`src/hdl/bdf_pkg.sv`:
```
`timescale 1ns / 1ps
// ----------------------------------------------------------------------------
// bdf_pkg: shared types and constants of the decimal digit formatter
// Item layouts, controller states and the command/status bundles between
// the controller and the datapath.
// ----------------------------------------------------------------------------
package bdf_pkg;

    localparam int VALUE_W     = 32;
    localparam int FWIDTH_W    = 4;
    localparam int CHAR_W      = 6;
    localparam int POS_W       = 3;
    localparam int COUNT_W     = 4;
    localparam int DIGIT_W     = 4;
    localparam int BIT_CNT_W   = 5;

    localparam logic [CHAR_W-1:0]    CH_SPACE    = 6'd32;
    localparam logic [CHAR_W-1:0]    CH_ZERO     = 6'd48;
    localparam logic [DIGIT_W-1:0]   BCD_ADJ_MIN = 4'd5;
    localparam logic [DIGIT_W-1:0]   BCD_ADJ     = 4'd3;
    localparam logic [BIT_CNT_W-1:0] BIT_LAST    = 5'd31;

    typedef struct packed {
        logic [VALUE_W-1:0]  value;
        logic [FWIDTH_W-1:0] field_width;
        logic                align_right;
        logic                show_leading_zeros;
    } in_item_t;

    typedef struct packed {
        logic [CHAR_W-1:0]  character;
        logic [POS_W-1:0]   position;
        logic [COUNT_W-1:0] char_count;
        logic               last;
    } out_item_t;

    typedef enum logic [1:0] {
        ST_IDLE,
        ST_CONV,
        ST_EMIT
    } state_t;

    typedef struct packed {
        logic load;
        logic shift;
        logic emit;
    } cmd_t;

    typedef struct packed {
        logic conv_last;
        logic emit_last;
        logic out_free;
    } sts_t;

endpackage

```
`src/hdl/bdf_if.sv`:
```
`timescale 1ns / 1ps
// ----------------------------------------------------------------------------
// bdf_if: valid/ready channels of the decimal digit formatter
// Input channel carries the value and format controls, output channel one
// ASCII character per item.
// ----------------------------------------------------------------------------
interface bdf_in_if;
    logic        valid;
    logic        ready;
    logic [31:0] value;
    logic [3:0]  field_width;
    logic        align_right;
    logic        show_leading_zeros;

    modport source (output valid, value, field_width, align_right, show_leading_zeros,
                    input ready);
    modport sink   (input valid, value, field_width, align_right, show_leading_zeros,
                    output ready);
endinterface

interface bdf_out_if;
    logic       valid;
    logic       ready;
    logic [5:0] character;
    logic [2:0] position;
    logic [3:0] char_count;
    logic       last;

    modport source (output valid, character, position, char_count, last, input ready);
    modport sink   (input valid, character, position, char_count, last, output ready);
endinterface

```
`src/hdl/bdf_dpath.sv`:
```
`timescale 1ns / 1ps
// ----------------------------------------------------------------------------
// bdf_dpath: formatter datapath
// Shift-add-3 binary to BCD converter kept to MAX_DIGITS digits, field
// bookkeeping and the output character register.
// ----------------------------------------------------------------------------
module bdf_dpath #(
    parameter int MAX_DIGITS = 8
) (
    input  logic               clk,
    input  logic               rst_n,
    input  bdf_pkg::in_item_t  in_item,
    input  bdf_pkg::cmd_t      cmd,
    input  logic               out_ready,
    output bdf_pkg::sts_t      sts,
    output logic               out_valid,
    output bdf_pkg::out_item_t out_item
);

    localparam int BCD_W = bdf_pkg::DIGIT_W * MAX_DIGITS;
    localparam logic [bdf_pkg::FWIDTH_W-1:0] MAX_W = bdf_pkg::FWIDTH_W'(MAX_DIGITS);

    logic [bdf_pkg::VALUE_W-1:0]   bin_reg, bin_next;
    logic [BCD_W-1:0]              bcd_reg, bcd_next;
    logic [bdf_pkg::BIT_CNT_W-1:0] bit_cnt_reg, bit_cnt_next;
    logic [bdf_pkg::FWIDTH_W-1:0]  width_reg, width_next;
    logic                          right_reg, right_next;
    logic                          zeros_reg, zeros_next;
    logic [bdf_pkg::POS_W-1:0]     k_reg, k_next;
    logic                          out_valid_reg, out_valid_next;
    bdf_pkg::out_item_t            out_item_reg, out_item_next;

    logic [BCD_W-1:0]               bcd_adj;
    logic [bdf_pkg::DIGIT_W-1:0]    digit [MAX_DIGITS];
    logic [bdf_pkg::COUNT_W-1:0]    sig;
    logic [bdf_pkg::COUNT_W-1:0]    count;
    logic [bdf_pkg::COUNT_W-1:0]    lead;
    logic [bdf_pkg::COUNT_W-1:0]    idx;
    logic [bdf_pkg::DIGIT_W-1:0]    cur_digit;
    logic [bdf_pkg::CHAR_W-1:0]     cur_char;
    logic                           is_last;

    // add 3 to every digit of 5 or more before the shift
    always_comb
    begin
        for (int i = 0; i < MAX_DIGITS; i++)
        begin
            if (bcd_reg[i*bdf_pkg::DIGIT_W +: bdf_pkg::DIGIT_W] >= bdf_pkg::BCD_ADJ_MIN)
                bcd_adj[i*bdf_pkg::DIGIT_W +: bdf_pkg::DIGIT_W] =
                    bcd_reg[i*bdf_pkg::DIGIT_W +: bdf_pkg::DIGIT_W] + bdf_pkg::BCD_ADJ;
            else
                bcd_adj[i*bdf_pkg::DIGIT_W +: bdf_pkg::DIGIT_W] =
                    bcd_reg[i*bdf_pkg::DIGIT_W +: bdf_pkg::DIGIT_W];
        end
    end

    // digits beyond the field width drop out (value modulo ten to the width)
    always_comb
    begin
        sig = bdf_pkg::COUNT_W'(1);
        for (int i = 0; i < MAX_DIGITS; i++)
        begin
            if (bdf_pkg::FWIDTH_W'(i) < width_reg)
                digit[i] = bcd_reg[i*bdf_pkg::DIGIT_W +: bdf_pkg::DIGIT_W];
            else
                digit[i] = '0;
            if (digit[i] != '0)
                sig = bdf_pkg::COUNT_W'(i + 1);
        end
    end

    always_comb
    begin
        lead      = (zeros_reg || right_reg) ? width_reg : sig;
        count     = lead;
        idx       = lead - bdf_pkg::COUNT_W'(1) - {1'b0, k_reg};
        cur_digit = '0;
        for (int i = 0; i < MAX_DIGITS; i++)
        begin
            if (idx == bdf_pkg::COUNT_W'(i))
                cur_digit = digit[i];
        end
        if (!zeros_reg && right_reg && idx >= sig)
            cur_char = bdf_pkg::CH_SPACE;
        else
            cur_char = bdf_pkg::CH_ZERO + {2'b00, cur_digit};
        is_last = ({1'b0, k_reg} + bdf_pkg::COUNT_W'(1)) == count;
    end

    always_comb
    begin
        bin_next       = bin_reg;
        bcd_next       = bcd_reg;
        bit_cnt_next   = bit_cnt_reg;
        width_next     = width_reg;
        right_next     = right_reg;
        zeros_next     = zeros_reg;
        k_next         = k_reg;
        out_item_next  = out_item_reg;
        out_valid_next = out_valid_reg;

        if (out_ready)
            out_valid_next = 1'b0;

        if (cmd.load)
        begin
            bin_next     = in_item.value;
            bcd_next     = '0;
            bit_cnt_next = '0;
            k_next       = '0;
            right_next   = in_item.align_right;
            zeros_next   = in_item.show_leading_zeros;
            if (in_item.field_width == '0 || in_item.field_width > MAX_W)
                width_next = MAX_W;
            else
                width_next = in_item.field_width;
        end

        if (cmd.shift)
        begin
            {bcd_next, bin_next} = {bcd_adj[BCD_W-2:0], bin_reg, 1'b0};
            bit_cnt_next         = bit_cnt_reg + bdf_pkg::BIT_CNT_W'(1);
        end

        if (cmd.emit)
        begin
            out_item_next.character  = cur_char;
            out_item_next.position   = k_reg;
            out_item_next.char_count = count;
            out_item_next.last       = is_last;
            out_valid_next           = 1'b1;
            k_next                   = k_reg + bdf_pkg::POS_W'(1);
        end
    end

    always_ff @(posedge clk or negedge rst_n)
    begin
        if (!rst_n)
        begin
            out_valid_reg <= 1'b0;
            bit_cnt_reg   <= '0;
            k_reg         <= '0;
        end
        else
        begin
            out_valid_reg <= out_valid_next;
            bit_cnt_reg   <= bit_cnt_next;
            k_reg         <= k_next;
        end
    end

    always_ff @(posedge clk)
    begin
        bin_reg      <= bin_next;
        bcd_reg      <= bcd_next;
        width_reg    <= width_next;
        right_reg    <= right_next;
        zeros_reg    <= zeros_next;
        out_item_reg <= out_item_next;
    end

    assign sts.conv_last = (bit_cnt_reg == bdf_pkg::BIT_LAST);
    assign sts.emit_last = is_last;
    assign sts.out_free  = !out_valid_reg || out_ready;
    assign out_valid     = out_valid_reg;
    assign out_item      = out_item_reg;

endmodule

```
`src/hdl/bdf_ctrl.sv`:
```
`timescale 1ns / 1ps
// ----------------------------------------------------------------------------
// bdf_ctrl: formatter controller
// Sequences load, 32 conversion steps and the character emissions.
// ----------------------------------------------------------------------------
module bdf_ctrl (
    input  logic          clk,
    input  logic          rst_n,
    input  logic          in_valid,
    input  bdf_pkg::sts_t sts,
    output logic          in_ready,
    output bdf_pkg::cmd_t cmd
);

    bdf_pkg::state_t state_reg, state_next;

    always_comb
    begin
        state_next = state_reg;
        case (state_reg)
            bdf_pkg::ST_IDLE:
            begin
                if (in_valid)
                    state_next = bdf_pkg::ST_CONV;
            end
            bdf_pkg::ST_CONV:
            begin
                if (sts.conv_last)
                    state_next = bdf_pkg::ST_EMIT;
            end
            bdf_pkg::ST_EMIT:
            begin
                if (sts.out_free && sts.emit_last)
                    state_next = bdf_pkg::ST_IDLE;
            end
            default:
            begin
                state_next = bdf_pkg::ST_IDLE;
            end
        endcase
    end

    always_comb
    begin
        in_ready  = 1'b0;
        cmd       = '0;
        case (state_reg)
            bdf_pkg::ST_IDLE:
            begin
                in_ready = 1'b1;
                cmd.load = in_valid;
            end
            bdf_pkg::ST_CONV:
            begin
                cmd.shift = 1'b1;
            end
            bdf_pkg::ST_EMIT:
            begin
                cmd.emit = sts.out_free;
            end
            default:
            begin
                in_ready = 1'b0;
            end
        endcase
    end

    always_ff @(posedge clk or negedge rst_n)
    begin
        if (!rst_n)
            state_reg <= bdf_pkg::ST_IDLE;
        else
            state_reg <= state_next;
    end

endmodule

```
`src/hdl/binary_to_decimal_digit_formatter_unit.sv`:
```
`timescale 1ns / 1ps
// ----------------------------------------------------------------------------
// binary_to_decimal_digit_formatter_unit: 32-bit binary to ASCII decimal field
// Converts a value to BCD, keeps the low field-width digits and streams the
// formatted field out one character at a time.
// ----------------------------------------------------------------------------
//
//  channel  dir  handshake       payload
//  -------  ---  --------------  ---------------------------------------------
//  in_ch    in   valid / ready   value, field_width, align_right,
//                                show_leading_zeros
//  out_ch   out  valid / ready   character, position, char_count, last
//
//  Steps: the item is taken, the converter runs 32 shift-add-3 steps, then
//  the field goes out one character per cycle while out_ch is ready.
//  The 32-step converter loop takes the bulk of the time per item.
//  Reset: rst_n clears the controller and the output valid; no clearing pass.
//  Stalls: a held output character stalls emission only; the next item is
//  taken while the last character of a field still waits on out_ch.
//
module binary_to_decimal_digit_formatter_unit #(
    parameter int MAX_DIGITS = 8
) (
    input  logic       clk,
    input  logic       rst_n,
    bdf_in_if.sink     in_ch,
    bdf_out_if.source  out_ch
);

    bdf_pkg::in_item_t  in_item;
    bdf_pkg::out_item_t out_item;
    bdf_pkg::cmd_t      cmd;
    bdf_pkg::sts_t      sts;
    logic               out_valid;
    logic               in_ready;

    // gather the input fields into one item
    assign in_item.value              = in_ch.value;
    assign in_item.field_width        = in_ch.field_width;
    assign in_item.align_right        = in_ch.align_right;
    assign in_item.show_leading_zeros = in_ch.show_leading_zeros;
    assign in_ch.ready                = in_ready;

    bdf_ctrl u_ctrl (
        .clk      (clk),
        .rst_n    (rst_n),
        .in_valid (in_ch.valid),
        .sts      (sts),
        .in_ready (in_ready),
        .cmd      (cmd)
    );

    bdf_dpath #(
        .MAX_DIGITS (MAX_DIGITS)
    ) u_dpath (
        .clk       (clk),
        .rst_n     (rst_n),
        .in_item   (in_item),
        .cmd       (cmd),
        .out_ready (out_ch.ready),
        .sts       (sts),
        .out_valid (out_valid),
        .out_item  (out_item)
    );

    // drive the output channel straight from the output register
    assign out_ch.valid      = out_valid;
    assign out_ch.character  = out_item.character;
    assign out_ch.position   = out_item.position;
    assign out_ch.char_count = out_item.char_count;
    assign out_ch.last       = out_item.last;

    // a taken item keeps the input closed while it converts
    a_busy_after_load: assert property (@(posedge clk) disable iff (!rst_n)
        in_ch.valid && in_ch.ready |=> !in_ch.ready)
        else $error("input accepted again right after a load");

    // never overwrite a character that is still waiting
    a_emit_into_free: assert property (@(posedge clk) disable iff (!rst_n)
        cmd.emit |-> sts.out_free)
        else $error("emission into an occupied output register");

    // the final character sits at the end of the field
    a_last_position: assert property (@(posedge clk) disable iff (!rst_n)
        out_ch.valid && out_ch.last |->
            out_ch.position == 3'(out_ch.char_count - 4'd1))
        else $error("last flag away from the end of the field");

    // a field still being emitted keeps the next item out
    a_run_blocks_input: assert property (@(posedge clk) disable iff (!rst_n)
        out_ch.valid && !out_ch.last |-> !in_ch.ready)
        else $error("input open in the middle of a field");

endmodule

```
`src/flat_wrapper.sv`:
```
// flat-port wrapper written by rule: the top's interface ports become plain ports
module binary_to_decimal_digit_formatter_unit_flat 
#(
    parameter int MAX_DIGITS = 8
)
  (clk, rst_n, in_ch_valid, in_ch_value, in_ch_field_width, in_ch_align_right, in_ch_show_leading_zeros, in_ch_ready, out_ch_valid, out_ch_character, out_ch_position, out_ch_char_count, out_ch_last, out_ch_ready);
  bdf_in_if in_ch_i ();
  bdf_out_if out_ch_i ();
  input  logic clk;
  input  logic rst_n;
  input wire logic [$bits(in_ch_i.valid)-1:0] in_ch_valid;
  input wire logic [$bits(in_ch_i.value)-1:0] in_ch_value;
  input wire logic [$bits(in_ch_i.field_width)-1:0] in_ch_field_width;
  input wire logic [$bits(in_ch_i.align_right)-1:0] in_ch_align_right;
  input wire logic [$bits(in_ch_i.show_leading_zeros)-1:0] in_ch_show_leading_zeros;
  output wire logic [$bits(in_ch_i.ready)-1:0] in_ch_ready;
  output wire logic [$bits(out_ch_i.valid)-1:0] out_ch_valid;
  output wire logic [$bits(out_ch_i.character)-1:0] out_ch_character;
  output wire logic [$bits(out_ch_i.position)-1:0] out_ch_position;
  output wire logic [$bits(out_ch_i.char_count)-1:0] out_ch_char_count;
  output wire logic [$bits(out_ch_i.last)-1:0] out_ch_last;
  input wire logic [$bits(out_ch_i.ready)-1:0] out_ch_ready;
  assign in_ch_i.valid = in_ch_valid;
  assign in_ch_i.value = in_ch_value;
  assign in_ch_i.field_width = in_ch_field_width;
  assign in_ch_i.align_right = in_ch_align_right;
  assign in_ch_i.show_leading_zeros = in_ch_show_leading_zeros;
  assign in_ch_ready = in_ch_i.ready;
  assign out_ch_valid = out_ch_i.valid;
  assign out_ch_character = out_ch_i.character;
  assign out_ch_position = out_ch_i.position;
  assign out_ch_char_count = out_ch_i.char_count;
  assign out_ch_last = out_ch_i.last;
  assign out_ch_i.ready = out_ch_ready;
  binary_to_decimal_digit_formatter_unit #(.MAX_DIGITS(MAX_DIGITS)) u_core (.clk(clk), .rst_n(rst_n), .in_ch(in_ch_i), .out_ch(out_ch_i));
endmodule
```
`config.mk`:
```
export PLATFORM = sky130hd
export DESIGN_NAME = binary_to_decimal_digit_formatter_unit_flat
export DESIGN_NICKNAME = d
export VERILOG_FILES = /design/src/hdl/bdf_pkg.sv /design/src/hdl/bdf_if.sv /design/src/hdl/bdf_dpath.sv /design/src/hdl/bdf_ctrl.sv /design/src/hdl/binary_to_decimal_digit_formatter_unit.sv /design/src/flat_wrapper.sv
export SDC_FILE = /design/constraint.sdc
export NUM_CORES = 1
export LEC_CHECK = 0
export ABC_AREA = 1
export BUFFER_PORTS_ARGS = -buffer_cell sky130_fd_sc_hd__buf_2
export CAP_MARGIN = 5
export CORE_MARGIN = 4
export CORE_UTILIZATION = 30
export DETAILED_ROUTE_END_ITERATION = 6
export PLACE_DENSITY = 0.55
export SYNTH_ARGS = -nofsm -noshare
export SYNTH_HDL_FRONTEND = slang
export SYNTH_SLANG_ARGS = --single-unit
```
`constraint.sdc`:
```
create_clock -name clk -period 4.7 [get_ports clk]
set_input_delay 0.94 -clock clk [delete_from_list [all_inputs] [get_ports clk]]
set_output_delay 0.94 -clock clk [all_outputs]
set_load 0.005 [all_outputs]
```
======== After elaboration in Yosys (flattened, before gate mapping) ========
Cells that the tools add are included.
storage, ports and cells
  flip-flop bits (word level) ............. 95
  output and inout port bits .............. 16
cells by class
  add/sub/neg operators ................... 14
  $lt $le $gt $ge ......................... 18
  equal/unequal tests ..................... 14
  muxes and demuxes ....................... 50
  reductions and logical operators ........ 22
operators by type and width
  operator             count
  $mux 32              4
  $mux 4               30
  $ge 4x3->1 const B   8
  $add 4x2->4 const B  7
  $reduce_bool 4->1    7
  $eq 4x3->1 const B   4
  $lt 3x4->1 const A   4
  $mux 5               2
  $mux 3               3
  $eq 4x2->1 const B   2
  $logic_not 4->1      2
  $lt 1x4->1 const A   2
  $lt 2x4->1 const A   2
  $mux 2               4
  $add 5x5->6 const A  1
  $mux 1               6
  $pmux 2 s3           1
  $reduce_bool 2->1    3
  $add 5x1->5 const B  1
  $eq 5x5->1 const B   1
  $add 3x1->4 const B  1
  $eq 4x1->1 const B   1
  $eq 4x4->1           1
  $ge 4x4->1           1
  14 further kinds     20

======== Logic depth before layout (Yosys ltp) ========
  word-level depth ........................ 23
  depth in mapped cells ................... 26
  gate-level depth less buffers ........... 24

======== Modules after synthesis ========
From an unflattened synthesis, not the netlist that was laid out.
second synthesis, totals
  cells, all modules ...................... 562
  area total of the unflattened synthesis .. 5286.3 um^2
modules (own cells, without submodules)
  module     instances  cells an instance  area each (um^2)  sequential area each (um^2)
  bdf_dpath  1          547                5176.2            2707.6
  bdf_ctrl   1          15                 110.1             50.0

======== Least setup slack after synthesis ========
Ideal clock, no wire load.
  path kind ............................... flip-flop to flip-flop
  from .................................... register u_core.u_dpath.width_reg[3] (netlist name)
  to ...................................... register u_core.u_dpath.out_item_reg, in the netlist u_core.u_dpath.out_item[10] (data pin)
  library setup time ...................... 249 ps
  arrival time ............................ 3161 ps
  required time ........................... 4451 ps
  slack ................................... 1290 ps
  cell stages (with the launch flop) ...... 25
  period minus slack after synthesis ...... 3410 ps
  cell sequence ........................... edfxtp_1 buf_6 nor2_2 nand2_1 o21ai_0 o21ai_0 nand2_1 nand2_1 a21oi_1 nand2_1 o21ai_0 ha_1 inv_1 fa_1 clkinv_1 ha_1 inv_1 nor2_1 o211ai_1 nand3_1 nand3b_1 o21ai_0 inv_1 nand2_1 inv_1
between the ends
  cells in the longest elaborated chain, start to end .. 23
  elaborated cells between the ends (all ways) .. 52
  classes of those cells .................. 3 x add/sub; 9 x order compare; 7 x eq/ne; 24 x mux; 9 x reduce/logical
RTL lines
  element                                   line              text
  from (decl)                               bdf_dpath.sv:26   logic [bdf_pkg::FWIDTH_W-1:0] width_reg, width_next;
  from (signal assigned)                    bdf_dpath.sv:156  width_reg <= width_next;
  $lt 1x4->1                                bdf_dpath.sv:63   if (bdf_pkg::FWIDTH_W'(i) < width_reg)
  $mux 4                                    bdf_dpath.sv:63
  $reduce_bool 4->1                         bdf_dpath.sv:67   if (digit[i] != '0)
  $mux 2                                    bdf_dpath.sv:67
  $mux 4 (5 in a row)                       bdf_dpath.sv:67
  $mux 4 *                                  bdf_dpath.sv:67
  $mux 4 *                                  bdf_dpath.sv:74   lead = (zeros_reg || right_reg) ? width_reg : sig;
  named net u_core.u_dpath.count (one bit)  bdf_dpath.sv:36   logic [bdf_pkg::COUNT_W-1:0] count;
  $sub 4x1->4 *                             bdf_dpath.sv:76   idx = lead - bdf_pkg::COUNT_W'(1) - {1'b0, k_reg};
  $sub 4x3->4 *                             bdf_dpath.sv:76
  $logic_not 4->1                           bdf_dpath.sv:80   if (idx == bdf_pkg::COUNT_W'(i))
  $mux 4 (8 in a row)                       bdf_dpath.sv:80
  $add 5x5->6                               bdf_dpath.sv:86   cur_char = bdf_pkg::CH_ZERO + {2'b00, cur_digit};
  to (signal assigned)                      bdf_dpath.sv:159  out_item_reg <= out_item_next;
  to (decl)                                 bdf_dpath.sv:31   bdf_pkg::out_item_t out_item_reg, out_item_next;
Mark *: on every way through the listed nets, which the timed path passes. The rest lies on a longest branch.
A chain may end at the register's enable or synchronous reset.

======== Worst setup path after layout ========
  from .................................... register u_core.u_dpath.width_reg[3] (netlist name)
  to ...................................... register u_core.u_dpath.out_item_reg, in the netlist u_core.u_dpath.out_item[8] (data pin)
The elaborated chain is that of the path after synthesis.

==> impl_metrics.tcl <==
set metrics [dict create \
    r2r_setup_slack_ns 0.75 \
    cts.repair_timing.setup_buffer_count 0 \
    timing.critical_path.max_delay_family "adder cells" \
    most_frequent_standard_cell_in_the_layout_excluding_fill_and_tap_cells "sky130_fd_sc_hd__inv_1" \
    synthDominantCellAreaShare_pct 46.3 \
    pwr-share-comb_pct 41.3 \
    detailroute.via_count 3995 \
    tritoncts.num_buffers 9 \
    timing.critical_path.fanout_max 10 \
    cts-htree-levels 3 \
    final.period_utilization_pct 83.9 \
    synthDistinctLibCells 39 \
    drt_iter0_drc 171 \
    post_dp_cell_area_sq_um 5840 \
    max_freq_mhz 253 \
    cp-start-kind "register" \
    synthesis.area_sq_um 5320 \
    final_core_util_pct 35.3 \
    holdCritPathClass "in -> async" \
    routed_via_density 4.72 \
    count_of_port_buffers_added_during_placement 56 \
    timing.critical_path.cells "nor2_2 > nand2_1 > o21ai_0 > o21ai_0 > nand2_1 > nand2_1 > a21oi_1 > nand2_1 > o21ai_0 > ha_1 > inv_1 > fa_1 > clkinv_1 > ha_1 > inv_1 > nor2_1 > o211ai_1 > nand3_1 > nand3b_1 > o21ai_0 > inv_1 > nand2_1 > inv_1" \
    routed_wirelength_um 11600 \
    clock_power_share_pct 18.1 \
    insertedDiodeCount 0 \
    sequential_cell_area_sq_um 2760 \
    critical_path_class "reg -> reg" \
    rsz_0062_raised_after_global_routing "false" \
    tritoncts "done" \
    static_leakage_nw 2.76 \
    gp_congestion 0.871 \
    flip_flop_and_latch_count_after_synthesis 94 \
    final.fill_count 1763 \
    fp.dieArea_sq_um 19900 \
    track_usage_pct 11.8 \
    seq_power_share_pct 40.6 \
    clock_sink_count 94 \
    die_height_um 141 \
    post_synth_main_area_contributors "sky130_fd_sc_hd__edfxtp_1 46%, sky130_fd_sc_hd__inv_1 6.2%, sky130_fd_sc_hd__ha_1 6.1%" \
    syn2layout_area_growth_pct 15.3 \
    critical_path_buf_inv_count 5 \
    fp.dieW_um 141 \
    post_cts_resized 0 \
    status "completed" \
    timing.critical_path.mode_cell "sky130_fd_sc_hd__nand2_1" \
    finalMaxSlewViolations 0 \
    synth_area_leader_cell "sky130_fd_sc_hd__edfxtp_1" \
    floorplan.core_area_sq_um 17400 \
    first_pass_iters 4 \
    clk_path_buf_depth 2 \
    cp_slowest_stage_delay_ns 0.55 \
    fin_area_sq_um 6130 \
    design.final.nets 686 \
    switching_power_as_a_share_of_total_power_pct 39.1 \
    clock_insertion_delay_worst_skew_ns 0.35 \
    synth_sequential_area_ratio_pct 51.8 \
    post_synthesis_async_set_or_reset_flop_share_pct 11.7 \
    grt_max_degree 56 \
    count_of_hold_buffers_inserted_by_post_cts_repair 0 \
    ys_warn_count 0 \
    io-pin-count 58 \
    timing_worst_slew_pin_value_ns 0.725 \
    dpl.hpwl_um 8590 \
    via_count_of_the_first_global_routing_pass 3995 \
    clock_tree_root_driver_cell "sky130_fd_sc_hd__clkbuf_16" \
    timing.final.crit_period_ns 3.95 \
    relSlewSlack_pct 51.6 \
    switching_power_mw 1.57 \
    drt_drc 0 \
    multiInputGateArea_sq_um 2150 \
    routedWlPerCell_um 13.7 \
    final_cells 846 \
    mappedNetlistNets 631 \
    synthesis.area_per_instance_sq_um 9.47 \
    power.density_nw_per_um2 656 \
    detail-route-antenna-nets 0 \
    setup_total_negative_slack_ns 0 \
    antenna_found_initial 1 \
    final-hold-violation-count 0 \
    vdd_drop_max_v 0.000289 \
    critical_path_arrival_ns 4.06 \
    commonest_non_fill_non_tap_cells_in_the_layout "87 x sky130_fd_sc_hd__inv_1, 86 x sky130_fd_sc_hd__nand2_1, 82 x sky130_fd_sc_hd__edfxtp_1" \
    finalClockSkew_ns 0.00408 \
    post_route_cells_drive_above_1_share_pct 14.8 \
    worst_path_max_delay_cell "sky130_fd_sc_hd__edfxtp_1" \
    floorplan.rows 48 \
    grt_overflow_total 0 \
    worstPathRequired_ns 4.81 \
    syn_inst 562 \
    worst_setup_path_end_kind "register" \
    setup_viol 0 \
    grt_pass1_wl_um 19000 \
    r2r-start "u_core.u_dpath.width_reg[3]" \
    p_int_mw 2.45 \
    dominantRegCellSynth "sky130_fd_sc_hd__edfxtp_1" \
    synth_edf_count 82 \
    floorplan.initialDensity_pct 30.7 \
    cts.reportedPaths.clkPinSlew_ns 0.07 \
    worst_setup_path_startpoint "u_core.u_dpath.width_reg[3]" \
    maxCapViolations 0 \
    place_inst 831 \
]
==> cell type report <==
cell class	count	area share (%)
Tap cell	225	4.59
Timing Repair Buffer	59	5.14
Clock inverter	6	1.04
Multi-Input combinational cell	362	35.0
Sequential cell	94	45.0
Clock buffer	9	3.67
Inverter	91	5.57
==> layer usage <==
layer | global-route usage (%) | vias to the layer above | share of wire [%]
met4 | 3.21 | 2 | 1.2
met5 | 0 | - | 0.069
met1 | 15.3 | 1871 | 47
li1 | - | 2028 | -
met3 | 3.73 | 19 | 6.1
met2 | 18.9 | 75 | 46
==> cell usage after synthesis (all sizes together), types with 3 or more instances <==
| library cell | instances |
|---|---|
| inv | 89 |
| nand2 | 89 |
| edfxtp | 82 |
| nor2 | 65 |
| o21ai | 42 |
| a22o | 33 |
| a21oi | 28 |
| ha | 26 |
| nand3 | 19 |
| nand4 | 19 |
| xor2 | 13 |
| dfrtp | 11 |
| clkbuf | 8 |
| nor3 | 8 |
| buf | 7 |
| o211ai | 5 |
| o22ai | 3 |
==> worst paths after layout <==
kind	end	cells after the start
max	u_core.u_dpath.out_item[8]	23
min reg2reg	u_core.u_dpath.bit_cnt_reg[4]	1
max in group asynchronous	u_core.u_dpath.k_reg[1]	1
min in group clk	u_core.u_dpath.bit_cnt_reg[4]	1
max reg2reg	u_core.u_dpath.out_item[8]	23
min	u_core.u_dpath.out_valid	1
==> power groups by stage <==
stage / logic [mW] / registers, mW / clock network [mW]
floorplan: 1.31 / 1.58 / 0
global placement: 1.61 / 1.64 / 0
detailed placement: 1.68 / 1.64 / 0
CTS: 1.68 / 1.64 / 0.752
global route: 1.92 / 1.67 / 0.774
finish: 1.66 / 1.63 / 0.729
==> metrics by stage <==
stage                     worst slack, ns  total power, mW  hold slack (ns)
after global placement              0.936             3.25            0.497
after detailed placement            0.776             3.32            0.500
after floorplan                      1.29             2.90            0.455
after global routing                0.305             4.37            0.473
after CTS                           0.760             4.07            0.453
final                               0.755             4.03            0.459
==> cell families after synthesis <==
family	after synthesis	share of synthesized area, %
and+or+nand+nor	205	17.2
AOI/OAI and AO/OA	114	14.1
xor gates and xnor gates	15	2.47
adders and majority gates	27	6.49
buffers and inverters	106	7.81
DFF	94	51.8
other	1	0.0705
Note: power is estimated with default switching activity, not from simulation.
